File: src/hdl/wgm_pkg.sv
// package: shared constants, types and arithmetic helpers for the waveguide mesh
package wgm_pkg;

  localparam int MESH_SIDE = 7;
  localparam int WAVE_BITS = 24;

  localparam int JCOUNT  = MESH_SIDE * MESH_SIDE;
  localparam int JW      = $clog2(JCOUNT);
  localparam int AW      = JW + 1;
  localparam int CW      = $clog2(MESH_SIDE);
  localparam int CMPW    = (CW > 3) ? CW : 3;
  localparam int SUMW    = WAVE_BITS + 2;
  localparam int PRODW   = SUMW + 16;
  localparam int RPW     = WAVE_BITS + 16;
  localparam int SATW    = 64;
  localparam int PV_BITS = 24;

  localparam int Q_SHIFT    = 15;
  localparam int ROUND_HALF = 16384;
  localparam int EXC_SHIFT  = 5;

  localparam logic [2:0] CFG_STRIKE_X = 3'd0;
  localparam logic [2:0] CFG_STRIKE_Y = 3'd1;
  localparam logic [2:0] CFG_PROBE_X  = 3'd2;
  localparam logic [2:0] CFG_PROBE_Y  = 3'd3;
  localparam logic [2:0] CFG_GAIN     = 3'd4;
  localparam logic [2:0] CFG_EDGE     = 3'd5;

  localparam logic signed [SATW-1:0] WMAX =
    {{(SATW-WAVE_BITS+1){1'b0}}, {(WAVE_BITS-1){1'b1}}};
  localparam logic signed [SATW-1:0] WMIN = ~WMAX;
  localparam logic signed [SATW-1:0] PMAX =
    {{(SATW-PV_BITS+1){1'b0}}, {(PV_BITS-1){1'b1}}};
  localparam logic signed [SATW-1:0] PMIN = ~PMAX;

  typedef logic signed [WAVE_BITS-1:0] wave_t;

  typedef struct packed {
    logic load;
    logic rd;
    logic mul;
    logic vel;
    logic outc;
    logic wa;
    logic wb;
    logic finish;
  } cmd_t;

  typedef struct packed {
    logic last_j;
    logic out_free;
  } sts_t;

  function automatic wave_t sat_wave(input logic signed [SATW-1:0] x);
    logic signed [SATW-1:0] y;
    y = x;
    if (x > WMAX) y = WMAX;
    if (x < WMIN) y = WMIN;
    return y[WAVE_BITS-1:0];
  endfunction

  function automatic logic signed [PV_BITS-1:0] sat_pv(input logic signed [SATW-1:0] x);
    logic signed [SATW-1:0] y;
    y = x;
    if (x > PMAX) y = PMAX;
    if (x < PMIN) y = PMIN;
    return y[PV_BITS-1:0];
  endfunction

endpackage

File: src/hdl/wgm_ctrl.sv
// controller: sequences one mesh step over all junctions
module wgm_ctrl (
  input  logic          clk_i,
  input  logic          rst_ni,
  input  logic          in_valid_i,
  output logic          in_ready_o,
  input  wgm_pkg::sts_t sts_i,
  output wgm_pkg::cmd_t cmd_o
);
  import wgm_pkg::*;

  localparam logic [2:0] S_IDLE = 3'd0;
  localparam logic [2:0] S_RD   = 3'd1;
  localparam logic [2:0] S_MUL  = 3'd2;
  localparam logic [2:0] S_VEL  = 3'd3;
  localparam logic [2:0] S_OUT  = 3'd4;
  localparam logic [2:0] S_WA   = 3'd5;
  localparam logic [2:0] S_WB   = 3'd6;
  localparam logic [2:0] S_DONE = 3'd7;

  logic [2:0] state_q, state_d;
  logic       in_fire;

  assign in_ready_o = (state_q == S_IDLE);
  assign in_fire    = in_valid_i && in_ready_o;

  always_comb begin
    state_d = state_q;
    cmd_o   = '0;
    case (state_q)
      S_IDLE: begin
        if (in_valid_i) begin
          cmd_o.load = 1'b1;
          state_d    = S_RD;
        end
      end
      S_RD: begin
        cmd_o.rd = 1'b1;
        state_d  = S_MUL;
      end
      S_MUL: begin
        cmd_o.mul = 1'b1;
        state_d   = S_VEL;
      end
      S_VEL: begin
        cmd_o.vel = 1'b1;
        state_d   = S_OUT;
      end
      S_OUT: begin
        cmd_o.outc = 1'b1;
        state_d    = S_WA;
      end
      S_WA: begin
        cmd_o.wa = 1'b1;
        state_d  = S_WB;
      end
      S_WB: begin
        cmd_o.wb = 1'b1;
        state_d  = sts_i.last_j ? S_DONE : S_RD;
      end
      S_DONE: begin
        if (sts_i.out_free) begin
          cmd_o.finish = 1'b1;
          state_d      = S_IDLE;
        end
      end
      default: state_d = S_IDLE;
    endcase
  end

  always_ff @(posedge clk_i or negedge rst_ni) begin
    if (!rst_ni) begin
      state_q <= S_IDLE;
    end else begin
      state_q <= state_d;
    end
  end

  a_accept_reads: assert property (@(posedge clk_i) disable iff (!rst_ni)
    in_fire |=> state_q == S_RD) else $error("accept did not start a sweep");
  a_finish_free: assert property (@(posedge clk_i) disable iff (!rst_ni)
    cmd_o.finish |-> sts_i.out_free) else $error("result overwritten");
  a_finish_idle: assert property (@(posedge clk_i) disable iff (!rst_ni)
    cmd_o.finish |=> state_q == S_IDLE) else $error("sweep did not return to idle");
endmodule

File: config.mk
export PLATFORM = sky130hd
export DESIGN_NAME = wgm_ctrl
export DESIGN_NICKNAME = d
export VERILOG_FILES = /design/src/hdl/wgm_pkg.sv /design/src/hdl/wgm_ctrl.sv
export SDC_FILE = /design/constraint.sdc
export NUM_CORES = 1
export LEC_CHECK = 0
export BUFFER_PORTS_ARGS = -buffer_cell sky130_fd_sc_hd__buf_4
export CORE_AREA = 2 2 39 41
export CTS_CLUSTER_SIZE = 16
export DETAILED_ROUTE_END_ITERATION = 6
export DIE_AREA = 0 0 41 43
export PLACE_DENSITY = 0.37
export SLEW_MARGIN = 20
export SYNTH_ARGS = -nofsm -noshare
export SYNTH_HDL_FRONTEND = slang
export SYNTH_SLANG_ARGS = --single-unit
File: constraint.sdc
create_clock -name clk_i -period 2.6 [get_ports clk_i]
set_input_delay 0.26 -clock clk_i [delete_from_list [all_inputs] [get_ports clk_i]]
set_output_delay 0.26 -clock clk_i [all_outputs]
set_load 0.05 [all_outputs]
==> results.sh, run 1 <==
export IMPL_path_cells="inv_1 -> nor3_1 -> buf_4"
export IMPL_antenna_cells=0
export IMPL_cts_root_buffer="clkbuf_4"
export IMPL_track_usage_pct=8.26
export IMPL_core_rowCount=14
export IMPL_cts_htree_levels=1
export IMPL_nNetsFinal=50
export IMPL_numCtsBuffers=3
export IMPL_synth_common_cells="dfrtp_1, nor2_1, nor3_1, o21ai_1, and3_1"
export IMPL_drtPass1Iterations=2
export IMPL_grt_max_degree=14
export IMPL_gp_congestion=0.716
export IMPL_fin_crit_sh_pct=61.0
export IMPL_cp_depth=3
export IMPL_fin_crit_ns=1.59
export IMPL_dpl_hpwl_um=401
export IMPL_cpLargestDelayFamily="flip-flops"
export IMPL_synthTopCellsByArea="dfrtp_1, nor3_1, o21ai_1"
export IMPL_clock_path_buffers=2
export IMPL_status="complete, no violations"
export IMPL_drc_errors=0
export IMPL_endpoint_kind="primary output"
export IMPL_final_layout_size_suffix_gt1_share_pct=45.5
export IMPL_crit_path_end="cmd_o[3]"
export IMPL_largestRegisters="state_q (3)"
export IMPL_largest_register_ffs=3
export IMPL_cts_tree="done"
export IMPL_fin_cells=60
export IMPL_fmax_mhz=630
export IMPL_path_class="register to primary output"
export IMPL_dieArea_mm2=0.00176
export IMPL_avgRoutedWirePerCell_um=9.65
export IMPL_ios=14
export IMPL_regToRegEndpoint="state_q[2]$_DFFE_PN0P_"
export IMPL_required_ns=2.34
export IMPL_ys_warn_count=0
export IMPL_yosysTopAreaCellShare_pct=33.7
export IMPL_path_buf_inv=2
export IMPL_fin_worst_skew_ns=0.00239
export IMPL_routed_wl_um=579
export IMPL_yosysSeqAreaShare_pct=33.7
export IMPL_synthToLayoutAreaGrowth_pct=60.7
export IMPL_start_util_pct=16.1
export IMPL_syn_cell_area_um2=223
export IMPL_slowest_delay_ns=0.49
export IMPL_cts_resized_gates=0
export IMPL_critPathSlowestCell="dfrtp_1"
export IMPL_critPathLaunch="state_q[2]$_DFFE_PN0P_"
export IMPL_vias_per_cell=4.05
export IMPL_cp_start_kind="register"
export IMPL_cp_max_fo=9
export IMPL_avgSynthCellArea_um2=7.95
export IMPL_grt_pass1_wl_um=883
export IMPL_reg2reg_slack_ns=1.59
export IMPL_reg2reg_depth=3
export IMPL_dp_cells=55
export IMPL_portBuffers=13
export IMPL_die_h_um=43
export IMPL_drtAntennaViolNets=0
export IMPL_synthArstFlopShare_pct=100
export IMPL_hp_class="input pin to register"
export IMPL_maxCapViolations=0
export IMPL_timing_rr_start="state_q[0]$_DFFE_PN0P_"
export IMPL_synth_seq_cells=3
export IMPL_die_x_um=41
export IMPL_tightest_slew_ns=0.409
export IMPL_clkSinkCount=3
export IMPL_fillCellCount=162
export IMPL_slew_headroom_pct=72.7
export IMPL_grt_pass1_vias=206
export IMPL_clkSlewWorstSetupHoldPaths_ns=0.04
export IMPL_synth_edf_count=0
export IMPL_drv_slew=0
export IMPL_fin_setup_tns_ns=0
export IMPL_finalHoldViolCount=0
export IMPL_syn_instance_count=28
export IMPL_overflow=0
export IMPL_finalSetupViolations=0
export IMPL_top_register="state_q"
export IMPL_antenna_found_initial=0
export IMPL_cp_arrival_ns=1.33
export IMPL_yosys_area_top_type="dfrtp_1"
export IMPL_dr_total_vias=243
export IMPL_drt_iter0_drc=3
export IMPL_rsz0062_at_grt="no"
export IMPL_clk_latency_ns=0.23
export IMPL_ys_flop_type="dfrtp_1"
export IMPL_core_mm2=0.00138
export IMPL_syn_nets=33
export IMPL_ys_types=19
[per-stage QoR]
| step | hold slack [ns] | setup WS [ns] | cell area, µm² | utilization, % |
|---|---|---|---|---|
| 6_report | 0.307 | 1.01 | 358 | 25.9 |
| 5_1_grt | 0.322 | 0.942 | 358 | 25.9 |
| 4_1_cts | 0.301 | 0.999 | 358 | 25.9 |
| 3_5_place_dp | 0.0504 | 1.26 | 322 | 23.2 |
| 3_3_place_gp | 0.0502 | 1.27 | 322 | 23.2 |
| 2_1_floorplan | -0.0356 | 0.617 | 223 | - |
[worst min-delay path by stage]
| stage | startpoint | to | slack [ns] | cells past startpoint |
|---|---|---|---|---|
| 2_1_floorplan | rst_ni | state_q[0]$_DFFE_PN0P_ | -0.04 | 0 |
| 3_3_place_gp | rst_ni | state_q[0]$_DFFE_PN0P_ | 0.05 | 1 |
| 3_5_place_dp | rst_ni | state_q[1]$_DFFE_PN0P_ | 0.05 | 1 |
| 4_1_cts | sts_i[1] | state_q[1]$_DFFE_PN0P_ | 0.30 | 3 |
| 5_1_grt | sts_i[1] | state_q[1]$_DFFE_PN0P_ | 0.32 | 3 |
| 6_report | in_valid_i | state_q[0]$_DFFE_PN0P_ | 0.31 | 3 |
[tightest hold or removal path, cell delays in order]
cell and delay [ns]:
buf_4 0.08, nor2_1 0.03, o2bb2ai_1 0.13
[cells by family after synthesis]
kind of cell	synth area share, %
buf+inv	11.8
simple gates	34.3
flops	33.7
compound gates	20.2
[what timing repair did]
action | in CTS | in global routing
setup endpoints to repair | 0 | 0
hold buffers | 1 | 0
setup buffers | 0 | 0
hold endpoints to repair | 3 | 0
[placed cells by master, fill, tap and decap left out, drive strengths merged]
| master | n |
|---|---|
| buf | 13 |
| o21ai | 5 |
| nor3 | 4 |
| clkbuf | 4 |
| nor2 | 3 |
| dfrtp | 3 |
| and3 | 2 |
| inv | 2 |
| nand2 | 2 |
| and2 | 1 |
| nor2b | 1 |
| o2bb2ai | 1 |
| nand3 | 1 |
| a22oi | 1 |
| dlygate4sd3 | 1 |
[layer usage]
layer	GRT usage, %	vias to the layer above	share of wire [%]	routed length, µm
met4	10.0	0	2.9	17
met1	12.0	100	50	287
li1	-	128	-	-
met2	7.50	13	37	215
met3	3.14	2	10	59
met5	0	-	0	0
[area by class of cell]
| type | count | area [µm²] | area share, % |
|---|---|---|---|
| multi-input cells | 21 | 121 | 33.9 |
| clock buffers | 4 | 26.3 | 7.34 |
| inverters | 2 | 7.51 | 2.10 |
| repair buffers | 14 | 108 | 30.1 |
| flip-flops and latches | 3 | 75.1 | 21.0 |
| well taps | 16 | 20.0 | 5.59 |
Power of run 1 is not shown: default switching activity piles up to over one toggle a cycle in this logic, so the estimate is an artifact.
==> inputs of run 2 (changes only) <==
- PLACE_DENSITY: 0.37 -> 0.39
- clock period: 2.6 -> 1.32 ns (I/O delays scaled with it)
==> run 2 against run 1 <==
The flow now finishes with violations (negative setup slack). Utilization up 11 points. Die area is the same. Count of clock-buffer cells in the layout unchanged. Setup slack lost 1.0 ns. Critical path depth is the same. Clock skew down 0.0024 ns. Via count increased by 22%. Final area is 44% higher. Register-to-register slack lost 1.4 ns. Flip-flop and latch count did not move. Cell count increased by 10%. Global-route usage is 1.1 points higher.
==> results.sh, run 2 (same netlist as run 1, synthesis figures left out) <==
export IMPL_maxCapViolations=0
export IMPL_portBuffers=13
export IMPL_dr_total_vias=296
export IMPL_die_h_um=43
export IMPL_clk_latency_ns=0.23
export IMPL_fillCellCount=145
export IMPL_avgRoutedWirePerCell_um=10.6
export IMPL_final_core_util_pct=37.2
export IMPL_drv_slew=0
export IMPL_core_rowCount=14
export IMPL_fin_setup_tns_ns=-0.0122
export IMPL_tightest_slew_ns=0.216
export IMPL_reg2reg_depth=4
export IMPL_hp_class="input pin to register"
export IMPL_fmax_mhz=754
export IMPL_endpoint_kind="primary output"
export IMPL_drtPass1Iterations=4
export IMPL_cts_tree="done"
export IMPL_die_x_um=41
export IMPL_drt_iter0_drc=6
export IMPL_slew_headroom_pct=85.6
export IMPL_numCtsBuffers=3
export IMPL_grt_pass1_wl_um=1100
export IMPL_drc_errors=0
export IMPL_finalHoldViolCount=0
export IMPL_dieArea_mm2=0.00176
export IMPL_fin_ws_ns=-0.00561
export IMPL_overflow=0
export IMPL_multiInputGateArea_um2=174
export IMPL_cpLargestDelayFamily="flip-flops"
export IMPL_nNetsFinal=56
export IMPL_grt_pass1_vias=285
export IMPL_fin_crit_ns=1.33
export IMPL_cts_root_buffer="clkbuf_4"
export IMPL_clock_path_buffers=2
export IMPL_antenna_found_initial=0
export IMPL_synthToLayoutAreaGrowth_pct=131
export IMPL_cp_start_kind="register"
export IMPL_final_layout_size_suffix_gt1_share_pct=74.0
export IMPL_antenna_cells=0
export IMPL_failed_checks="negative setup slack"
export IMPL_gp_congestion=0.762
export IMPL_path_cells="nor3_4 -> and2_4 -> buf_8"
export IMPL_clkSlewWorstSetupHoldPaths_ns=0.04
export IMPL_mostFrequentLayoutCells="buf_4, buf_6, nor3_4"
export IMPL_core_mm2=0.00138
export IMPL_path_class="register to primary output"
export IMPL_vias_per_cell=4.48
export IMPL_layout_area_seq_um2=78.8
export IMPL_start_util_pct=16.1
export IMPL_routed_wl_um=700
export IMPL_finalSetupViolations=4
export IMPL_fin_crit_sh_pct=100
export IMPL_slowest_delay_ns=0.46
export IMPL_cp_max_fo=5
export IMPL_largest_register_ffs=3
export IMPL_top_register="state_q"
export IMPL_layout_commonest_cell="buf_4"
export IMPL_track_usage_pct=9.36
export IMPL_critPathSlowestCell="dfrtp_2"
export IMPL_cts_htree_levels=1
export IMPL_status="finished with violations"
export IMPL_drtAntennaViolNets=0
export IMPL_ios=14
export IMPL_clkSinkCount=3
export IMPL_largestRegisters="state_q (3)"
export IMPL_hold_path_depth=3
export IMPL_required_ns=1.19
export IMPL_cp_arrival_ns=1.19
export IMPL_path_buf_inv=1
export IMPL_dpl_hpwl_um=478
export IMPL_cp_depth=3
export IMPL_rsz0062_at_grt="yes"
export IMPL_grt_max_degree=8
export IMPL_fin_worst_skew_ns=0.0000374
==> run 2: per-stage QoR <==
stage	area, µm²	hold WS [ns]	worst slack, ns	instances
after detailed placement	363	-0.0769	0.0806	57
after CTS	454	0.194	-0.0179	64
after global placement	363	-0.0779	0.108	57
final	514	0.198	-0.00561	66
after floorplan	253	-0.164	-0.115	28
after global routing	514	0.195	-0.0664	66
==> run 2: metal layers <==
metal / part of all wire (%) / vias to the layer above / global-route usage (%)
met5: 0 / - / 0
met4: 0 / 0 / 6.00
met3: 8.6 / 0 / 5.24
met2: 50 / 13 / 12.5
met1: 42 / 142 / 11.0
li1: - / 141 / -
==> run 2: final cells by class <==
type,instances,share of cell area (%)
Sequential cell,3,15.3
Timing Repair Buffer,20,39.4
Clock buffer,4,5.11
Inverter,2,2.43
Multi-Input combinational cell,21,33.8
Tap cell,16,3.89
==> run 2: worst min-delay path: stages <==
cell	delay (ns)
buf_4	0.08
nor2_1	0.03
o2bb2ai_1	0.14
==> run 2: final timing paths <==
check                                       startpoint                     end  slack [ns]
worst max-delay path            state_q[0]$_DFFE_PN0P_                cmd_o[7]      -0.006
worst min-delay path                        in_valid_i  state_q[0]$_DFFE_PN0P_        0.20
worst max register to register  state_q[1]$_DFFE_PN0P_  state_q[1]$_DFFE_PN0P_        0.24
worst min register to register  state_q[0]$_DFFE_PN0P_  state_q[1]$_DFFE_PN0P_        0.58
max in group asynchronous                       rst_ni  state_q[1]$_DFFE_PN0P_        0.98
min in group asynchronous                       rst_ni  state_q[0]$_DFFE_PN0P_        0.24
==> run 2: what timing repair did <==
action	4_1_cts	5_1_grt
endpoints found under the hold margin	3	0
hold buffers	1	0
resized for setup	9	12
setup buffers	2	2
setup endpoints to repair	9	8
pin swaps	0	2
cloned	0	0
Power of run 2 is left out for the same reason.
==> inputs of run 3 (changes only) <==
- PLACE_DENSITY: 0.39 -> 0.37
==> run 3 against run 2 <==
The run still ends with negative setup slack left. Critical path depth is the same. Clock skew hardly changed. Setup slack improved by 0.0010 ns. Cell count rose by 1.5%. Worst hold slack worse by 0.0092 ns. Non-clock buffer count rose by 1. Via count down 4.7%. Die area is the same. Global-route usage grew 1.0 points. Count of clock-buffer cells in the layout unchanged. Maximum frequency about the same. Critical path type unchanged. Highest routed layer unchanged.
==> results.sh, run 3 (same netlist as run 1, synthesis figures left out) <==
export IMPL_clk_latency_ns=0.23
export IMPL_die_x_um=41
export IMPL_final_core_util_pct=38.8
export IMPL_cpLargestDelayFamily="flip-flops"
export IMPL_antenna_found_initial=0
export IMPL_top_register="state_q"
export IMPL_preCtsSetupSlack_ns=0.0879
export IMPL_cts_root_buffer="clkbuf_4"
export IMPL_maxCapViolations=0
export IMPL_clkSinkCount=3
export IMPL_slowest_delay_ns=0.48
export IMPL_die_h_um=43
export IMPL_nNetsFinal=57
export IMPL_dr_total_vias=282
export IMPL_path_class="register to primary output"
export IMPL_ios=14
export IMPL_fmax_mhz=755
export IMPL_avgRoutedWirePerCell_um=10.7
export IMPL_vias_per_cell=4.21
export IMPL_path_buf_inv=2
export IMPL_drtPass1Iterations=3
export IMPL_rsz0062_at_grt="yes"
export IMPL_path_cells="inv_4 -> and3_4 -> buf_8"
export IMPL_layout_commonest_cell="buf_4"
export IMPL_overflow=0
export IMPL_critPathSlowestCell="dfrtp_2"
export IMPL_largestRegisters="state_q (3)"
export IMPL_finalSetupViolations=2
export IMPL_drv_slew=0
export IMPL_status="finished with violations"
export IMPL_cp_max_fo=6
export IMPL_numCtsBuffers=3
export IMPL_gp_congestion=0.750
export IMPL_portBuffers=13
export IMPL_stdcell_area_um2=537
export IMPL_whs_ns=0.189
export IMPL_post_dp_cell_area_um2=363
export IMPL_track_usage_pct=10.4
export IMPL_drtAntennaViolNets=0
export IMPL_synthToLayoutAreaGrowth_pct=141
export IMPL_required_ns=1.19
export IMPL_fin_crit_ns=1.32
export IMPL_cts_htree_levels=1
export IMPL_cts_tree="done"
export IMPL_failed_checks="negative setup slack"
export IMPL_slew_headroom_pct=84.4
export IMPL_clock_path_buffers=2
export IMPL_routed_wl_um=715
export IMPL_fillCellCount=151
export IMPL_critPathLaunch="state_q[1]$_DFFE_PN0P_"
export IMPL_dpl_hpwl_um=477
export IMPL_dieArea_mm2=0.00176
export IMPL_final_layout_size_suffix_gt1_share_pct=76.5
export IMPL_core_mm2=0.00138
export IMPL_drc_errors=0
export IMPL_mostFrequentLayoutCells="buf_4, buf_6, nor3_4"
export IMPL_cp_start_kind="register"
export IMPL_drt_iter0_drc=2
export IMPL_fin_ws_ns=-0.00460
export IMPL_cp_arrival_ns=1.19
export IMPL_clkSlewWorstSetupHoldPaths_ns=0.04
export IMPL_start_util_pct=16.1
export IMPL_tightest_slew_ns=0.233
export IMPL_grt_pass1_wl_um=1220
export IMPL_timing_rr_start="state_q[1]$_DFFE_PN0P_"
export IMPL_endpoint_kind="primary output"
export IMPL_core_rowCount=14
export IMPL_hp_class="input pin to register"
export IMPL_fin_worst_skew_ns=0.0000692
export IMPL_antenna_cells=0
export IMPL_grt_pass1_vias=307
export IMPL_largest_register_ffs=3
export IMPL_finalHoldViolCount=0
export IMPL_fin_crit_sh_pct=100
export IMPL_hp_start="in_valid_i"
export IMPL_grt_max_degree=8
==> run 3: per-layer routing <==
metal / share of wire [%] / routed length [µm] / GRT usage (%) / up-vias
li1: - / - / - / 143
met1: 36 / 259 / 13.0 / 132
met2: 58 / 417 / 14.7 / 7
met3: 5.2 / 37 / 2.09 / 0
met4: 0 / 0 / 8.00 / 0
met5: 0 / 0 / 0 / -
==> run 3: final cells by class <==
type | count | area, µm² | share of cell area (%)
Timing Repair Buffer | 21 | 218 | 40.6
Multi-Input combinational cell | 21 | 184 | 34.3
Sequential cell | 3 | 78.8 | 14.7
Clock buffer | 4 | 26.3 | 4.90
Tap cell | 16 | 20.0 | 3.73
Inverter | 2 | 10.0 | 1.86
==> run 3: worst register-to-register path, delay by kind of cell (launching register included) <==
family	cells	cell delay [ns]
AO/OA/AOI/OAI	2	0.21
buffers and inverters	3	0.36
flip-flops	1	0.49
==> run 3: final timing paths <==
path	depth (start not counted)	end	slack [ns]
min reg2reg	1	state_q[0]$_DFFE_PN0P_	0.58
max reg2reg	5	state_q[1]$_DFFE_PN0P_	0.13
min in group asynchronous	2	state_q[1]$_DFFE_PN0P_	0.23
max in group asynchronous	2	state_q[0]$_DFFE_PN0P_	0.98
min	3	state_q[0]$_DFFE_PN0P_	0.19
max	3	cmd_o[6]	-0.005
==> run 3: repair_timing <==
| item | CTS | global route |
|---|---|---|
| hold endpoints to repair | 3 | 0 |
| pin swaps | 3 | 1 |
| setup buffers | 4 | 1 |
| setup endpoints to repair | 9 | 8 |
| gates resized for setup | 19 | 5 |
| hold buffers | 1 | 0 |
==> run 3: through the flow <==
stage | setup TNS, ns | std cells
5_1_grt | -0.245 | 67
4_1_cts | -0.0177 | 66
2_1_floorplan | -0.321 | 28
3_5_place_dp | 0 | 57
6_report | -0.00777 | 67
3_3_place_gp | 0 | 57
Power of run 3 is left out for the same reason.
